File: src/rtl/ipsp_pkg.sv
// Shared types, codes and reset constants for the idle power state policy block.
package ipsp_pkg;

  localparam int unsigned BLOCKER_BITS_DEF = 8;
  localparam int unsigned MASK_W           = 8;
  localparam int unsigned TIME_W           = 32;
  localparam int unsigned CFG_IDX_W        = 3;

  localparam logic [TIME_W-1:0] AUDIO_IDLE_RST     = 32'd5000;
  localparam logic [TIME_W-1:0] CONN_IDLE_RST      = 32'd30000;
  localparam logic [TIME_W-1:0] DISC_IDLE_RST      = 32'd30000;
  localparam logic [TIME_W-1:0] OVERNIGHT_SLEEP_RST = 32'd1800000;

  typedef enum logic [2:0] {
    OP_EVAL      = 3'd0,
    OP_ACTIVITY  = 3'd1,
    OP_SET_BLK   = 3'd2,
    OP_CLR_BLK   = 3'd3,
    OP_LINK      = 3'd4,
    OP_SLEEP_REQ = 3'd5
  } op_e;

  typedef enum logic [1:0] {
    MODE_ACTIVE    = 2'd0,
    MODE_CONN_IDLE = 2'd1,
    MODE_DISC_IDLE = 2'd2,
    MODE_OVERNIGHT = 2'd3
  } mode_e;

  typedef enum logic [2:0] {
    REJ_NONE     = 3'd0,
    REJ_BLOCKERS = 3'd1,
    REJ_AUDIO    = 3'd2,
    REJ_NO_WAKE  = 3'd3,
    REJ_DISABLED = 3'd4
  } reject_e;

  typedef enum logic [1:0] {
    REASON_NONE      = 2'd0,
    REASON_OVERNIGHT = 2'd1,
    REASON_MANUAL    = 2'd2
  } reason_e;

  typedef enum logic [CFG_IDX_W-1:0] {
    CFG_OVERNIGHT_EN  = 3'd0,
    CFG_AUDIO_IDLE    = 3'd1,
    CFG_CONN_IDLE     = 3'd2,
    CFG_DISC_IDLE     = 3'd3,
    CFG_OVERNIGHT_MS  = 3'd4,
    CFG_WAKE_PIN_OK   = 3'd5
  } cfg_idx_e;

  typedef struct packed {
    logic              overnight_enable;
    logic [TIME_W-1:0] audio_thr_ms;
    logic [TIME_W-1:0] conn_thr_ms;
    logic [TIME_W-1:0] disc_thr_ms;
    logic [TIME_W-1:0] night_thr_ms;
    logic              wake_pin_ok;
  } cfg_t;

  typedef struct packed {
    logic [2:0]        opcode;
    logic [TIME_W-1:0] now_ms;
    logic [MASK_W-1:0] blk_mask;
    logic              link_connected;
    logic              audio_session_active;
  } in_item_t;

  typedef struct packed {
    mode_e             power_state;
    logic              state_changed;
    logic [TIME_W-1:0] idle_ms;
    logic              audio_power_save;
    logic              low_power_mode;
    logic              low_power_advertising;
    logic              sleep_entered;
    logic [2:0]        reject_cause;
  } result_t;

  // Policy state apart from the blocker set, whose width is a parameter.
  typedef struct packed {
    mode_e             mode;
    logic [TIME_W-1:0] last_activity;
    logic              link_up;
    logic              audio_save_on;
    logic              low_power_on;
    logic              advertise_low;
    logic [TIME_W-1:0] sleep_count;
    reason_e           sleep_why;
  } pstate_t;

endpackage

File: src/rtl/ipsp_cfg_regs.sv
// Configuration register file with write port and reset defaults.
module ipsp_cfg_regs (
  input  logic                             clk_i,
  input  logic                             rst_ni,
  input  logic                             cfg_we_i,
  input  logic [ipsp_pkg::CFG_IDX_W-1:0]   cfg_idx_i,
  input  logic [ipsp_pkg::TIME_W-1:0]      cfg_data_i,
  output ipsp_pkg::cfg_t                   cfg_o
);

  ipsp_pkg::cfg_t cfg_q, cfg_d;

  always_comb begin
    cfg_d = cfg_q;
    if (cfg_we_i) begin
      case (cfg_idx_i)
        ipsp_pkg::CFG_OVERNIGHT_EN: cfg_d.overnight_enable = cfg_data_i[0];
        ipsp_pkg::CFG_AUDIO_IDLE:   cfg_d.audio_thr_ms     = cfg_data_i;
        ipsp_pkg::CFG_CONN_IDLE:    cfg_d.conn_thr_ms      = cfg_data_i;
        ipsp_pkg::CFG_DISC_IDLE:    cfg_d.disc_thr_ms      = cfg_data_i;
        ipsp_pkg::CFG_OVERNIGHT_MS: cfg_d.night_thr_ms     = cfg_data_i;
        ipsp_pkg::CFG_WAKE_PIN_OK:  cfg_d.wake_pin_ok      = cfg_data_i[0];
        default: ;
      endcase
    end
  end

  always_ff @(posedge clk_i or negedge rst_ni) begin
    if (!rst_ni) begin
      cfg_q.overnight_enable <= 1'b1;
      cfg_q.audio_thr_ms     <= ipsp_pkg::AUDIO_IDLE_RST;
      cfg_q.conn_thr_ms      <= ipsp_pkg::CONN_IDLE_RST;
      cfg_q.disc_thr_ms      <= ipsp_pkg::DISC_IDLE_RST;
      cfg_q.night_thr_ms     <= ipsp_pkg::OVERNIGHT_SLEEP_RST;
      cfg_q.wake_pin_ok      <= 1'b1;
    end else begin
      cfg_q <= cfg_d;
    end
  end

  assign cfg_o = cfg_q;

endmodule

File: src/rtl/ipsp_step.sv
// Next-state and result logic for one event of the power policy.
module ipsp_step #(
  parameter int unsigned BLOCKER_BITS = ipsp_pkg::BLOCKER_BITS_DEF
) (
  input  ipsp_pkg::in_item_t       item_i,
  input  ipsp_pkg::cfg_t           cfg_i,
  input  ipsp_pkg::pstate_t        st_i,
  input  logic [BLOCKER_BITS-1:0]  blk_i,
  output ipsp_pkg::pstate_t        st_o,
  output logic [BLOCKER_BITS-1:0]  blk_o,
  output ipsp_pkg::result_t        res_o
);

  function automatic ipsp_pkg::reject_e sleep_check(input logic en, input logic blocked,
                                                    input logic audio, input logic wake);
    ipsp_pkg::reject_e r;
    if (!en) r = ipsp_pkg::REJ_DISABLED;
    else if (blocked) r = ipsp_pkg::REJ_BLOCKERS;
    else if (audio) r = ipsp_pkg::REJ_AUDIO;
    else if (!wake) r = ipsp_pkg::REJ_NO_WAKE;
    else r = ipsp_pkg::REJ_NONE;
    return r;
  endfunction

  logic [BLOCKER_BITS-1:0]     mask;
  logic [BLOCKER_BITS-1:0]     blk_n;
  logic [ipsp_pkg::TIME_W-1:0] la_mid;
  logic [ipsp_pkg::TIME_W-1:0] idle;
  logic                        link_chg;
  logic                        lu_mid;
  ipsp_pkg::mode_e             target;
  ipsp_pkg::reject_e           rej;
  ipsp_pkg::reject_e           cause;
  ipsp_pkg::pstate_t           s;
  logic                        entered;

  // Fit the fixed-width mask field onto the blocker set.
  always_comb begin
    for (int i = 0; i < BLOCKER_BITS; i++) begin
      mask[i] = (i < ipsp_pkg::MASK_W) ? item_i.blk_mask[i % ipsp_pkg::MASK_W] : 1'b0;
    end
  end

  // Evaluate path: link change restarts the idle timer before the target is picked.
  assign link_chg = (st_i.link_up != item_i.link_connected);
  assign lu_mid   = item_i.link_connected;
  assign la_mid   = link_chg ? item_i.now_ms : st_i.last_activity;
  assign idle     = item_i.now_ms - la_mid;

  always_comb begin
    if (blk_i != '0) begin
      target = ipsp_pkg::MODE_ACTIVE;
    end else if (cfg_i.overnight_enable && idle >= cfg_i.night_thr_ms) begin
      target = ipsp_pkg::MODE_OVERNIGHT;
    end else if (lu_mid) begin
      target = (idle >= cfg_i.conn_thr_ms) ? ipsp_pkg::MODE_CONN_IDLE
                                           : ipsp_pkg::MODE_ACTIVE;
    end else begin
      target = (idle >= cfg_i.disc_thr_ms) ? ipsp_pkg::MODE_DISC_IDLE
                                           : ipsp_pkg::MODE_ACTIVE;
    end
  end

  assign rej = sleep_check(cfg_i.overnight_enable, blk_i != '0,
                           item_i.audio_session_active, cfg_i.wake_pin_ok);

  always_comb begin
    s       = st_i;
    blk_n   = blk_i;
    entered = 1'b0;
    cause   = ipsp_pkg::REJ_NONE;
    case (item_i.opcode)
      ipsp_pkg::OP_EVAL: begin
        if (link_chg) begin
          s.link_up       = lu_mid;
          s.last_activity = la_mid;
          s.mode          = ipsp_pkg::MODE_ACTIVE;
        end
        if (st_i.mode != target) begin
          s.mode          = target;
          s.audio_save_on = (target != ipsp_pkg::MODE_ACTIVE);
          s.low_power_on  = (target != ipsp_pkg::MODE_ACTIVE);
          s.advertise_low = (target == ipsp_pkg::MODE_DISC_IDLE) ||
                            (target == ipsp_pkg::MODE_OVERNIGHT);
        end
        if (target == ipsp_pkg::MODE_ACTIVE) begin
          s.audio_save_on = (blk_i == '0) && (idle >= cfg_i.audio_thr_ms);
        end
        if (target == ipsp_pkg::MODE_OVERNIGHT) begin
          cause = rej;
          if (rej != ipsp_pkg::REJ_NONE) begin
            // Drop back to idle and restart the timer.
            s.last_activity = item_i.now_ms;
            s.mode = lu_mid ? ipsp_pkg::MODE_CONN_IDLE : ipsp_pkg::MODE_DISC_IDLE;
          end else begin
            entered       = 1'b1;
            s.sleep_count = st_i.sleep_count + 1'b1;
            s.sleep_why   = ipsp_pkg::REASON_OVERNIGHT;
          end
        end
      end
      ipsp_pkg::OP_ACTIVITY, ipsp_pkg::OP_SLEEP_REQ: begin
        s.last_activity = item_i.now_ms;
        s.mode          = ipsp_pkg::MODE_ACTIVE;
        s.audio_save_on = 1'b0;
        if (st_i.mode != ipsp_pkg::MODE_ACTIVE) begin
          s.low_power_on  = 1'b0;
          s.advertise_low = 1'b0;
        end
        if (item_i.opcode == ipsp_pkg::OP_SLEEP_REQ) begin
          cause = rej;
          if (rej == ipsp_pkg::REJ_NONE) begin
            entered       = 1'b1;
            s.sleep_count = st_i.sleep_count + 1'b1;
            s.sleep_why   = ipsp_pkg::REASON_MANUAL;
          end
        end
      end
      ipsp_pkg::OP_SET_BLK, ipsp_pkg::OP_CLR_BLK: begin
        if (mask != '0) begin
          blk_n = (item_i.opcode == ipsp_pkg::OP_SET_BLK) ? (blk_i | mask) : (blk_i & ~mask);
          s.last_activity = item_i.now_ms;
          if (blk_n != '0) begin
            s.mode          = ipsp_pkg::MODE_ACTIVE;
            s.audio_save_on = 1'b0;
            if (st_i.mode != ipsp_pkg::MODE_ACTIVE) begin
              s.low_power_on  = 1'b0;
              s.advertise_low = 1'b0;
            end
          end
        end
      end
      ipsp_pkg::OP_LINK: begin
        s.link_up       = item_i.link_connected;
        s.last_activity = item_i.now_ms;
        s.mode          = ipsp_pkg::MODE_ACTIVE;
        s.audio_save_on = 1'b0;
        s.low_power_on  = 1'b0;
        s.advertise_low = 1'b0;
      end
      default: ;
    endcase
  end

  assign st_o  = s;
  assign blk_o = blk_n;

  assign res_o.power_state           = s.mode;
  assign res_o.state_changed         = (s.mode != st_i.mode);
  assign res_o.idle_ms               = item_i.now_ms - s.last_activity;
  assign res_o.audio_power_save      = s.audio_save_on;
  assign res_o.low_power_mode        = s.low_power_on;
  assign res_o.low_power_advertising = s.advertise_low;
  assign res_o.sleep_entered         = entered;
  assign res_o.reject_cause          = cause;

endmodule

File: src/rtl/idle_power_state_policy.sv
// Idle power state policy: input register, event logic, policy state and result register.
// Path: an accepted item waits in the input register; the step loads its result into the result
// register, whose valid bit drives out_valid_o.
// Throughput: one item per cycle while out_stall_i is low; the result register frees as it is taken,
// so an item is accepted while a result waits, and in_stall_o rises only when the input register
// is full and the result register holds a stalled result.
// Reset: asynchronous, active low; policy state clears, configuration registers take their defaults.
module idle_power_state_policy #(
  parameter int unsigned BLOCKER_BITS = ipsp_pkg::BLOCKER_BITS_DEF
) (
  input  logic                              clk_i,
  input  logic                              rst_ni,
  input  logic                              cfg_we_i,
  input  logic [ipsp_pkg::CFG_IDX_W-1:0]    cfg_idx_i,
  input  logic [ipsp_pkg::TIME_W-1:0]       cfg_data_i,
  input  logic                              in_valid_i,
  output logic                              in_stall_o,
  input  logic [2:0]                        opcode_i,
  input  logic [ipsp_pkg::TIME_W-1:0]       now_ms_i,
  input  logic [ipsp_pkg::MASK_W-1:0]       blk_mask_i,
  input  logic                              link_connected_i,
  input  logic                              audio_session_active_i,
  output logic                              out_valid_o,
  input  logic                              out_stall_i,
  output logic [1:0]                        power_state_o,
  output logic                              state_changed_o,
  output logic [ipsp_pkg::TIME_W-1:0]       idle_ms_o,
  output logic                              audio_power_save_o,
  output logic                              low_power_mode_o,
  output logic                              low_power_advertising_o,
  output logic                              sleep_entered_o,
  output logic [2:0]                        reject_cause_o
);

  ipsp_pkg::cfg_t            cfg;
  ipsp_pkg::in_item_t        item_q;
  logic                      item_vld_q;
  ipsp_pkg::pstate_t         st_q, st_d;
  logic [BLOCKER_BITS-1:0]   blk_q, blk_d;
  ipsp_pkg::result_t         res_d, res_q;
  logic                      res_vld_q;
  logic                      res_ready;
  logic                      step_go;
  logic                      in_take;

  ipsp_cfg_regs u_cfg (
    .clk_i      (clk_i),
    .rst_ni     (rst_ni),
    .cfg_we_i   (cfg_we_i),
    .cfg_idx_i  (cfg_idx_i),
    .cfg_data_i (cfg_data_i),
    .cfg_o      (cfg)
  );

  ipsp_step #(.BLOCKER_BITS(BLOCKER_BITS)) u_step (
    .item_i (item_q),
    .cfg_i  (cfg),
    .st_i   (st_q),
    .blk_i  (blk_q),
    .st_o   (st_d),
    .blk_o  (blk_d),
    .res_o  (res_d)
  );

  assign res_ready  = !res_vld_q || !out_stall_i;
  assign step_go    = item_vld_q && res_ready;
  assign in_stall_o = item_vld_q && !res_ready;
  assign in_take    = in_valid_i && !in_stall_o;

  always_ff @(posedge clk_i or negedge rst_ni) begin
    if (!rst_ni) begin
      item_vld_q <= 1'b0;
      res_vld_q  <= 1'b0;
      blk_q      <= '0;
      st_q.mode          <= ipsp_pkg::MODE_ACTIVE;
      st_q.last_activity <= '0;
      st_q.link_up       <= 1'b0;
      st_q.audio_save_on <= 1'b0;
      st_q.low_power_on  <= 1'b0;
      st_q.advertise_low <= 1'b0;
      st_q.sleep_count   <= '0;
      st_q.sleep_why     <= ipsp_pkg::REASON_NONE;
    end else begin
      if (in_take) begin
        item_vld_q <= 1'b1;
      end else if (step_go) begin
        item_vld_q <= 1'b0;
      end
      if (step_go) begin
        res_vld_q <= 1'b1;
        st_q      <= st_d;
        blk_q     <= blk_d;
      end else if (!out_stall_i) begin
        res_vld_q <= 1'b0;
      end
    end
  end

  // Payload registers: load the item on accept, the result when the step fires.
  always_ff @(posedge clk_i) begin
    if (in_take) begin
      item_q.opcode               <= opcode_i;
      item_q.now_ms               <= now_ms_i;
      item_q.blk_mask             <= blk_mask_i;
      item_q.link_connected       <= link_connected_i;
      item_q.audio_session_active <= audio_session_active_i;
    end
    if (step_go) begin
      res_q <= res_d;
    end
  end

  assign out_valid_o             = res_vld_q;
  assign power_state_o           = res_q.power_state;
  assign state_changed_o         = res_q.state_changed;
  assign idle_ms_o               = res_q.idle_ms;
  assign audio_power_save_o      = res_q.audio_power_save;
  assign low_power_mode_o        = res_q.low_power_mode;
  assign low_power_advertising_o = res_q.low_power_advertising;
  assign sleep_entered_o         = res_q.sleep_entered;
  assign reject_cause_o          = res_q.reject_cause;

endmodule

File: config.mk
export PLATFORM = sky130hd
export DESIGN_NAME = idle_power_state_policy
export DESIGN_NICKNAME = d
export VERILOG_FILES = /design/src/rtl/ipsp_pkg.sv /design/src/rtl/ipsp_cfg_regs.sv /design/src/rtl/ipsp_step.sv /design/src/rtl/idle_power_state_policy.sv
export SDC_FILE = /design/constraint.sdc
export NUM_CORES = 1
export LEC_CHECK = 0
export ABC_AREA = 0
export BUFFER_PORTS_ARGS = -buffer_cell sky130_fd_sc_hd__buf_2
export CAP_MARGIN = 20
export CORE_MARGIN = 5
export CORE_UTILIZATION = 35
export CTS_BUF_LIST = sky130_fd_sc_hd__clkbuf_16
export DETAILED_ROUTE_END_ITERATION = 8
export SLEW_MARGIN = 20
export SYNTH_ARGS = -nofsm -noshare
export SYNTH_HDL_FRONTEND = slang
export SYNTH_SLANG_ARGS = --single-unit
File: constraint.sdc
create_clock -name clk_i -period 8.8 [get_ports clk_i]
set_input_delay 0.44 -clock clk_i [delete_from_list [all_inputs] [get_ports clk_i]]
set_output_delay 0.44 -clock clk_i [all_outputs]
set_load 0.01 [all_outputs]
# == After elaboration in Yosys (flattened, before gate mapping) ==
# Cells that the tools add are included.
# word_totals
regBits,265
word_cells,127
# classes
add_sub_neg,2
n_lt_le_gt_ge,4
n_eq_ne,17
mux,38
bitwise,3
n_reduce_logical,35
# ops
cell,n
greater-or-equal comparator 32 bit,4
two-way mux 34 bit,3
case mux 34 bit (3 select lines),1
subtractor 32 bit,2
two-way mux 35 bit,1
two-way mux 32 bit,1
two-way mux 3 bit,8
nonzero test 8 bit,3
two-way mux 2 bit,9
"== test 3 x 2 -> 1 bit, second input constant",4
"== test 3 bit, second input constant",4
case mux 3 bit (4 select lines),1
AND reduction 2 bit,6
two-way mux 1 bit,10
logical NOT 3 bit,3
bitwise AND 8 bit,1
logical NOT 8 bit,1
two-way mux 8 bit,1
NOT 8 bit,1
OR 8 bit,1
nonzero test 2 bit,4
"== test 3 x 1 -> 1 bit, second input constant",2
case mux 3 bit (2 select lines),1
AND reduction 3 bit,2
other kinds (12),25

# == Longest topological paths before layout ==
# Gate-level depths: netlist of run 1.
# logic_depth
ltp_word,14
depth_mapped,41

# == Hierarchy ==
# Synthesis of run 1 repeated with hierarchy kept, for this count alone.
# hier_totals
hier_cells,1751
area_unflattened_um2,19548.7
# modules_own_cells
mod,instances,cells_per_inst,area_per_inst_um2,seq_area_each_um2
ipsp_step,1,1206,8501.9,0.0
idle_power_state_policy,1,264,6083.3,4664.5
ipsp_cfg_regs,1,281,4963.5,3293.2

# == Worst setup path before layout of run 1 ==
# No wires, ideal clock.
# synth_timing
kind,register to register
startpoint,register item_q[1] (netlist bit)
endpoint,register res_q (netlist bit idle_ms_o[31]) (data pin)
arrival_time_ns,8.068
t_required_ns,8.542
slack_ns,0.474
stages_incl_launch_ff,37
n_path_buf,3
cell_sequence,edfxtp_1 ha_1 buf_4 clkbuf_1 mux2i_1 ha_1 a21o_1 a2111oi_2 nor3_1 nor2_1 and3_1 o211ai_1 a311o_1 a221o_1 a21oi_1 xnor2_1 ha_1 a21oi_1 o21ai_0 a22oi_1 o21ai_0 a21oi_1 a211o_1 a21oi_1 a21oi_2 buf_4 mux2i_1 ha_1 nor2b_1 o31a_1 o31ai_1 o21a_1 o31ai_1 o41ai_1 o2111ai_1 a21oi_1 xnor2_1
# synth_rtl
element,line_no,text
from (decl),idle_power_state_policy.sv:36,ipsp_pkg::in_item_t item_q;
to (signal assigned),idle_power_state_policy.sv:109,res_q <= res_d;
to (decl),idle_power_state_policy.sv:40,"ipsp_pkg::result_t res_d, res_q;"

==> results of run 1 <==
==> flip-flops by register name, indices dropped and copies added (netlist names), 2 cells and up <==
| signal | count |
|---|---|
| st_q | 38 |
| u_cfg.cfg_o | 130 |
| power_state_o | 2 |
| item_q | 45 |
| reject_cause_o | 3 |
| blk_q | 8 |
| idle_ms_o | 32 |
==> how the worst min path moves through the flow <==
stage / to / cells past startpoint
final: item_q[36]$_DFFE_PP_ / 1
after global routing: item_q[37]$_DFFE_PP_ / 1
after CTS: item_q[33]$_DFFE_PP_ / 1
after detailed placement: st_q[37]$_DFFE_PN0P_ / 2
after global placement: st_q[37]$_DFFE_PN0P_ / 2
after floorplan: blk_q[0]$_DFFE_PN0P_ / 0
==> where the power goes <==
part	switching [W]	internal, W
clock network	0.000540	0.000674
registers	0.000119	0.00157
logic	0.00174	0.00126
total	0.00240	0.00350
==> area by class of cell <==
| cell class | count | area [um^2] |
|---|---|---|
| Multi-Input combinational cell | 1210 | 8680 |
| Sequential cell | 265 | 7110 |
| Clock buffer | 31 | 776 |
| Timing Repair Buffer | 170 | 1010 |
| Tap cell | 607 | 759 |
| Inverter | 163 | 612 |
| Antenna cell | 1 | 2.50 |
| Fill cell | 4506 | 27400 |
| Clock inverter | 25 | 180 |
==> per-stage QoR <==
stage / util / setup slack [ns] / cell area [um^2] / setup TNS (ns) / power [W]
after floorplan: - / 0.474 / 16500 / 0 / 0.00375
after global placement: 0.386 / 0.0648 / 18000 / 0 / 0.00457
after detailed placement: 0.386 / -0.156 / 18000 / -0.185 / 0.00465
after CTS: 0.409 / 0.0733 / 19000 / 0 / 0.00592
after global routing: 0.411 / 0.0320 / 19100 / 0 / 0.00642
final: 0.411 / 0.398 / 19100 / 0 / 0.00590
==> synthesized netlist by cell type, drive strengths merged (6+ instances only) <==
master	count
ha	191
buf	6
o21ai	200
o21bai	8
xnor2	34
nand2b	13
a21o	31
nor2b	19
a31oi	6
a211oi	8
dfrtp	146
inv	162
nor3	21
clkbuf	36
nand2	216
dfstp	32
o21a	21
xor2	20
mux2	47
and3	16
a21oi	108
nor2	63
mux2i	61
nand3	26
nor4	6
edfxtp	87
nand4	11
==> routing by layer <==
metal | global-route usage | routed length [um] | vias up
met2 | 0.266 | 19400 | 242
met5 | 0 | 0 | -
met1 | 0.232 | 20600 | 6004
li1 | - | - | 6294
met3 | 0.0188 | 1640 | 44
met4 | 0.0386 | 818 | 0
==> timing repair <==
action | 4_1_cts | 5_1_grt
setup buffers | 1 | 2
hold endpoints to repair | 56 | 0
resized for setup | 1 | 16
gates cloned | 0 | 0
pin swaps | 0 | 5
endpoints found under the setup margin | 3 | 14
hold buffers | 8 | 0
==> kinds of logic (layout without fill, tap and decap cells) <==
family | after synthesis | count (layout) | share of synthesized area
other cells | 0 | 1 | 0
simple gates | 414 | 414 | 0.116
fa+ha+maj | 193 | 193 | 0.148
mux | 108 | 108 | 0.0692
flops | 265 | 265 | 0.432
buf+inv | 205 | 389 | 0.0477
xor+xnor | 54 | 54 | 0.0287
compound gates | 441 | 441 | 0.159
==> critical path: cells and delay by family, from the launching register on <==
kind	cells	cell delay, ns
simple gates	8	1.16
buf+inv	4	0.45
mux	1	0.23
compound gates	20	4.07
flops	1	0.43
fa+ha+maj	5	1.57
xor+xnor	2	0.22
==> layout by cell type, fill, tap and decap left out, types with 6 or more instances in the layout <==
master / synthesis / layout
buf_2: 1 / 127
xnor2_1: 34 / 32
a21oi_2: 3 / 7
dfstp_2: 32 / 32
inv_1: 161 / 163
and3_1: 15 / 15
buf_4: 4 / 32
dfrtp_1: 146 / 146
a21oi_1: 105 / 100
nor4_1: 6 / 6
ha_1: 191 / 190
nor3_1: 20 / 19
edfxtp_1: 87 / 87
nand2_1: 216 / 215
a211oi_1: 8 / 8
a21o_1: 31 / 31
nor2_1: 62 / 61
dlygate4sd3_1: 0 / 8
xor2_1: 20 / 20
nand2b_1: 13 / 13
a31oi_1: 6 / 6
o21ai_0: 188 / 184
nand3_1: 26 / 26
nor2b_1: 19 / 19
o21ai_1: 12 / 16
o21bai_1: 8 / 8
clkbuf_16: 0 / 31
mux2i_1: 61 / 61
clkinv_2: 0 / 6
mux2_2: 47 / 47
o21a_1: 21 / 21
nand4_1: 11 / 11
==> run summary, run 1 <==
status -> finished clean
Post-Syn Instances -> 1,680
PD cells -> 309 mW/mm^2
Total Nets Final -> 2,118
cell area after synthesis -> 0.0165 mm^2
worst reg2reg setup slack -> 0.40 ns
register area share after synthesis -> 0.432
Ys Warns -> 0
crit-path max FO -> 9
Detail Route Antenna Nets -> 0
worst reg2reg path startpoint -> item_q[1]$_DFFE_PP_
top cell type's share of synthesized area -> 0.222
drt via density -> 5.09
CTS Root Buffer Type -> clkbuf_16
GRT overflow -> 0
max_cap viols -> 0
Least-Margin Pin Slew -> 0.997 ns
Chip Width -> 227 um
CTS tree -> yes
io pins -> 129
global-route wire length before repair -> 67.2 mm
TritonCTS sink count -> 265
final WL -> 42.4 mm
number of setup violations in the final report -> 0
Worst setup SP type -> register
syn_area_per_cell -> 9.80 um^2
DRC -> 0
#FFs+latches synth -> 265
R2R cell count -> 40
routability cong. -> 0.859
vias in the first global route -> 12,500
Reg-to-Reg End -> idle_ms_o[30]$_DFFE_PP_
num rows -> 79
Peak VDD IR -> 160 uV
layout cells sized above 1 -> 0.173
Initial Util -> 0.354
Post-DP HPWL -> 32.2 mm
slowest cell delay on critical path -> 0.43 ns
Hold Crit Start -> now_ms_i[26]
H-tree depth -> 1
hold_ws -> 0.0395 ns
area leader, netlist -> dfrtp_1
crit path capture type -> register
Crit path required time -> 9.13 ns
GRT Total Usage -> 0.163
CTS Buf Count -> 30
drt pass-1 iters -> 5
post-route minimum period -> 8.40 ns
Worst-path clk slew -> 0.06 ns
Critical Path End -> idle_ms_o[30]$_DFFE_PP_
fraction of registers with async set/reset -> 0.672
drt initial violations -> 725
EDFF count, synth -> 87
Main synth FF type -> dfrtp_1
initial antenna violation count -> 1
core footprint -> 0.0466 mm^2
Rel. slew slack -> 0.318
Final Skew -> 0.0208 ns
IO buf count -> 128
Non-Filler Instances -> 2,472
Die Ht -> 227 um
Final Max Tran Viols -> 0
Area Growth Syn to Fin -> 16.1%
critical path class -> reg2reg
type of the worst min-delay path -> in2reg
DR vias -> 12,600
slowest CP cell -> edfxtp_1
syn_nets -> 1,958
clk buf depth -> 3
crit share post-route -> 0.955
largest net degree at the start of global routing -> 66
post-synth cell types -> 75
top cells by area, synth -> dfrtp_1 22%, edfxtp_1 16%, ha_1 15%
Setup crit start -> item_q[1]$_DFFE_PP_
leakage -> 8.65 nW
RSZ-0062 raised after global routing -> false
Post-Place Cells -> 2,404
WL per Instance -> 17.1 um
die area -> 0.0515 mm^2
clk_lat worst skew -> 0.58 ns
Achievable Freq -> 119 MHz
final hold vios -> 0
arrival time at the worst endpoint -> 8.73 ns
Note: power is estimated with default switching activity, not from simulation.
==> run 2: changes to the inputs <==
Settings changed: RECOVER_POWER from default to 50.
Clock period 8.8 ns to 7.88 ns, I/O delays scaled along.
==> run summary, run 2 (synthesis gave the netlist of run 1 again) <==
Chip Width -> 227 um (unchanged)
max reg flops -> 130 (unchanged)
cell area after placement -> 0.0189 mm^2 (+5.0%)
clk buf depth -> 3 (unchanged)
drt pass-1 iters -> 5 (unchanged)
diode count -> 0 (-1)
most frequent cells in the layout -> 214 x nand2_1, 188 x ha_1, 173 x o21ai_0, 161 x inv_1, 155 x buf_4
Total Nets Final -> 2,295 (+8.4%)
Achievable Freq -> 128 MHz (+7.9%)
Final WS setup -> 0.0963 ns (-0.301 ns)
DRC -> 0 (unchanged)
GRT overflow -> 0 (unchanged)
io pins -> 129 (unchanged)
failing checks -> max-capacitance violations, max-slew violations
number of setup violations in the final report -> 0 (unchanged)
Die Ht -> 227 um (unchanged)
final WL -> 44.0 mm (+3.8%)
layout cells sized above 1 -> 0.224 (+0.0512)
crit share post-route -> 0.988 (+0.0330)
Reg area -> 0.00711 mm^2 (unchanged)
Pint -> 0.00433 W (+24%)
IO buf count -> 128 (unchanged)
Final Max Tran Viols -> 382 (+382)
TritonCTS sink count -> 265 (unchanged)
Crit path top cell by count -> buf_6
Comb power frac -> 0.533 (+0.024)
arrival time at the worst endpoint -> 8.10 ns (-0.63 ns)
crit path capture type -> register
crit-path max FO -> 7 (-2)
final instance area -> 0.0209 mm^2 (+9.2%)
number of fill cells -> 4,379 (-2.8%)
clk_lat worst skew -> 0.57 ns (about the same)
slowest CP cell -> edfxtp_1
PD cells -> 344 mW/mm^2 (+11%)
Area Growth Syn to Fin -> 26.8%
status -> complete, but fails checks
Post-Place Setup Slack -> -0.411 ns (-0.255 ns)
Final Skew -> 0.0130 ns (-0.00785 ns)
CTS tree -> yes
CTS Buf Count -> 30 (unchanged)
routability cong. -> 0.884 (+2.9%)
Worst setup SP type -> register
drt via density -> 5.01 (-1.5%)
global-route wire length before repair -> 70.0 mm (+4.2%)
Crit path required time -> 8.20 ns (-0.93 ns)
H-tree depth -> 1 (unchanged)
core footprint -> 0.0466 mm^2 (unchanged)
final hold vios -> 0 (unchanged)
crit path buf inv count -> 6 (+2)
Multi-input gate area -> 0.00897 mm^2 (+3.4%)
vias in the first global route -> 13,400 (+6.7%)
GRT Total Usage -> 0.167 (+0.00485)
drt initial violations -> 672 (-7.3%)
WL per Instance -> 16.6 um (-3.1%)
sequential share of power -> 0.263 (-0.023)
RSZ-0062 raised after global routing -> true
largest net degree at the start of global routing -> 72 (+9.1%)
Crit path max-delay family -> compound AO/OA/AOI/OAI gates
die area -> 0.0515 mm^2 (unchanged)
Worst-path clk slew -> 0.06 ns (about the same)
switching share of power -> 0.398 (-0.00975)
Rel. slew slack -> -1.25 (-1.57)
hold_ws -> 0.0356 ns (-0.00383 ns)
most common cell after layout, fill and taps aside -> nand2_1
max_cap viols -> 7 (+7)
num rows -> 79 (unchanged)
type of the worst min-delay path -> in2reg
total power -> 0.00718 W (+22%)
Initial Util -> 0.354 (unchanged)
initial antenna violation count -> 0 (-1)
Least-Margin Pin Slew -> 3.37 ns (+2.38 ns)
slowest cell delay on critical path -> 0.43 ns (about the same)
NetSw -> 0.00285 W (+19%)
utilization after layout -> 0.448 (+0.0377)
DR vias -> 13,300 (+5.5%)
Detail Route Antenna Nets -> 0 (unchanged)
critical path class -> reg2reg
Peak VDD IR -> 197 uV (+23%)
clock power share -> 0.204 (-0.002)
CTS Root Buffer Type -> clkbuf_16
leakage -> 9.39 nW (+8.5%)
post-route minimum period -> 7.78 ns (-0.619 ns)
Post-DP HPWL -> 32.9 mm (+2.3%)
run 2: routing by layer:
metal / GRT usage / up-vias / share of wire
li1: - / 6644 / -
met1: 0.234 / 6307 / 0.47
met3: 0.0233 / 58 / 0.042
met4: 0.0400 / 0 / 0.021
met5: 0 / - / 0
met2: 0.276 / 266 / 0.46
run 2: final timing paths:
kind,end,start,slack (ns),cells after the start
worst max register to register,idle_ms_o[29]$_DFFE_PP_,item_q[1]$_DFFE_PP_,0.1,39
worst min register to register,st_q[37]$_DFFE_PN0P_,st_q[37]$_DFFE_PN0P_,0.48,2
max in group asynchronous,u_cfg.cfg_o[3]$_DFFE_PN0P_,rst_ni,2.43,3
worst max-delay path,idle_ms_o[29]$_DFFE_PP_,item_q[1]$_DFFE_PP_,0.1,39
min in group asynchronous,blk_q[2]$_DFFE_PN0P_,rst_ni,1.22,2
worst min-delay path,item_vld_q$_DFFE_PN0P_,in_valid_i,0.04,2
run 2: layout make-up:
cell class                      count  area share
Clock inverter                     25      0.0126
Tap cell                          607      0.0364
Multi-Input combinational cell   1210       0.430
Clock buffer                       31      0.0372
Timing Repair Buffer              347       0.115
Sequential cell                   265       0.340
Inverter                          163      0.0293
run 2: repair_timing:
item | in CTS | in global routing
gates cloned | 0 | 1
endpoints found under the setup margin | 16 | 20
hold buffers | 45 | 0
resized for setup | 20 | 86
buffers inserted | 5 | 19
hold endpoints to repair | 79 | 0
pin swaps | 6 | 51
run 2: power groups by stage:
stage / Clock [W] / Combinational (W) / Sequential (W)
after floorplan: 0 / 0.00230 / 0.00189
after global placement: 0 / 0.00349 / 0.00190
after detailed placement: 0 / 0.00359 / 0.00190
after CTS: 0.00150 / 0.00368 / 0.00188
after global routing: 0.00156 / 0.00434 / 0.00192
final: 0.00146 / 0.00383 / 0.00189
run 2: through the flow:
stage | setup TNS (ns) | std cells
floorplan | 0 | 1680
global placement | -0.890 | 2522
detailed placement | -2.48 | 2522
CTS | -0.0169 | 2628
global route | -1.84 | 2648
finish | 0 | 2648
==> run 3: changes to the inputs <==
Settings changed: CELL_PAD_IN_SITES_DETAIL_PLACEMENT from default to 0, CELL_PAD_IN_SITES_GLOBAL_PLACEMENT from default to 1, PLACE_DENSITY_LB_ADDON from default to 0.1, REMOVE_ABC_BUFFERS from default to 1.
==> run summary, run 3 (synthesis gave the netlist of run 1 again) <==
status -> complete, but fails checks
failing checks -> max-capacitance violations, max-slew violations
max reg flops -> 130 (unchanged)
Crit path required time -> 8.16 ns (-0.04 ns)
Crit path top cell by count -> a21oi_2
Rel. slew slack -> -1.04 (+0.210)
Least-Margin Pin Slew -> 3.06 ns (-0.315 ns)
critical path class -> reg2reg
routability cong. -> 0.804 (-9.0%)
total negative slack -> 0 ns (unchanged)
cell area after placement -> 0.0191 mm^2 (+1.0%)
num rows -> 79 (unchanged)
number of setup violations in the final report -> 0 (unchanged)
io pins -> 129 (unchanged)
Post-Place Cells -> 2,548 (+1.0%)
drt via density -> 4.86 (-3.1%)
Final Max Tran Viols -> 324 (-15%)
hold_ws -> 0.0330 ns (-0.00266 ns)
most frequent cells in the layout -> 212 x nand2_1, 184 x ha_1, 173 x o21ai_0, 172 x buf_4, 170 x inv_1
clock power share -> 0.203 (about the same)
final WL -> 45.0 mm (+2.2%)
Chip Width -> 227 um (unchanged)
H-tree depth -> 2 (+1)
final hold vios -> 0 (unchanged)
crit path buf inv count -> 5 (-1)
Die Ht -> 227 um (unchanged)
Peak VDD IR -> 167 uV (-15%)
diode count -> 0 (unchanged)
CTS Buf Count -> 34 (+13%)
Detail Route Antenna Nets -> 0 (unchanged)
sequential share of power -> 0.256 (-0.007)
drt pass-1 iters -> 5 (unchanged)
GRT Total Usage -> 0.174 (+0.00623)
Pint -> 0.00446 W (+3.2%)
largest net degree at the start of global routing -> 67 (-6.9%)
Worst-path clk slew -> 0.06 ns (about the same)
type of the worst min-delay path -> in2reg
Initial Util -> 0.354 (unchanged)
Post-DP HPWL -> 33.3 mm (+1.1%)
NetSw -> 0.00290 W (+1.5%)
TritonCTS sink count -> 265 (unchanged)
Comb power frac -> 0.540 (+0.007)
max_cap viols -> 6 (-1)
arrival time at the worst endpoint -> 7.91 ns (-0.19 ns)
switching share of power -> 0.394 (-0.00394)
crit path capture type -> register
core footprint -> 0.0466 mm^2 (unchanged)
PD cells -> 350 mW/mm^2 (+1.7%)
clk_lat worst skew -> 0.56 ns (about the same)
post-route minimum period -> 7.63 ns (-0.155 ns)
drt initial violations -> 478 (-29%)
leakage -> 9.52 nW (+1.4%)
RSZ-0062 raised after global routing -> true
Total Nets Final -> 2,297 (+0.087%)
most common cell after layout, fill and taps aside -> nand2_1
Worst setup SP type -> register
vias in the first global route -> 12,900 (-3.6%)
GRT overflow -> 0 (unchanged)
DRC -> 0 (unchanged)
slowest cell delay on critical path -> 0.43 ns (about the same)
final instance area -> 0.0210 mm^2 (+0.80%)
slowest CP cell -> edfxtp_1
layout cells sized above 1 -> 0.239 (+0.0152)
CTS Root Buffer Type -> clkbuf_16
Final Skew -> 0.0320 ns (+0.0191 ns)
total power -> 0.00736 W (+2.6%)
global-route wire length before repair -> 71.2 mm (+1.6%)
DR vias -> 12,900 (-2.9%)
number of fill cells -> 4,522 (+3.3%)
crit share post-route -> 0.968 (-0.0197)
IO buf count -> 128 (unchanged)
initial antenna violation count -> 0 (unchanged)
Achievable Freq -> 131 MHz (+2.0%)
WL per Instance -> 17.0 um (+2.0%)
crit-path max FO -> 6 (-1)
Crit path max-delay family -> compound AO/OA/AOI/OAI gates
CTS tree -> yes
die area -> 0.0515 mm^2 (unchanged)
Non-Filler Instances -> 2,652 (+0.15%)
Area Growth Syn to Fin -> 27.8%
clk buf depth -> 3 (unchanged)
==> run 3: through the flow <==
step                      utilization  worst slack (ns)
final                           0.452             0.252
after global routing            0.452            -0.120
after CTS                       0.441           -0.0280
after detailed placement        0.409            -0.311
after global placement          0.409            -0.225
after floorplan                     -             -2.27
==> run 3: routing by layer <==
| metal | track usage | up-vias | wire, um |
|---|---|---|---|
| li1 | - | 6656 | - |
| met1 | 0.262 | 6044 | 23200 |
| met2 | 0.264 | 145 | 19700 |
| met3 | 0.0254 | 42 | 1410 |
| met4 | 0.0388 | 0 | 677 |
| met5 | 0 | - | 0 |
==> run 3: final cells by class <==
| type | count | area, um^2 | share of cell area |
|---|---|---|---|
| repair buffers | 345 | 2380 | 0.113 |
| well taps | 607 | 759 | 0.0361 |
| flip-flops and latches | 265 | 7110 | 0.338 |
| multi-input cells | 1210 | 9120 | 0.433 |
| clock buffers | 35 | 876 | 0.0416 |
| inverters | 163 | 612 | 0.0291 |
| clock inverters | 27 | 191 | 0.00910 |
==> run 3: timing repair <==
item	4_1_cts	5_1_grt
hold buffers	26	0
setup buffers	6	8
pin swaps	11	70
hold endpoints to repair	71	0
setup endpoints to repair	12	19
gates cloned	0	2
resized for setup	27	105
==> run 3: power by group through the flow <==
stage	clock [W]	sequential [W]	combinational, W
2_1_floorplan	0	0.00189	0.00228
3_3_place_gp	0	0.00190	0.00369
3_5_place_dp	0	0.00190	0.00373
4_1_cts	0.00155	0.00188	0.00382
5_1_grt	0.00161	0.00192	0.00451
6_report	0.00150	0.00189	0.00398
==> run 3: final timing paths <==
check                                             start                           end  slack (ns)  cells after the start
setup / recovery                    item_q[1]$_DFFE_PP_       idle_ms_o[17]$_DFFE_PP_        0.25                     39
hold / removal                              now_ms_i[8]          item_q[18]$_DFFE_PP_        0.03                      1
setup reg to reg                    item_q[1]$_DFFE_PP_       idle_ms_o[17]$_DFFE_PP_        0.25                     39
hold reg to reg            u_cfg.cfg_o[106]$_DFFE_PN1P_  u_cfg.cfg_o[106]$_DFFE_PN1P_        0.50                      2
max in group asynchronous                        rst_ni          st_q[34]$_DFFE_PN0P_        3.48                      4
min in group asynchronous                        rst_ni  u_cfg.cfg_o[103]$_DFFE_PN0P_        1.41                      2
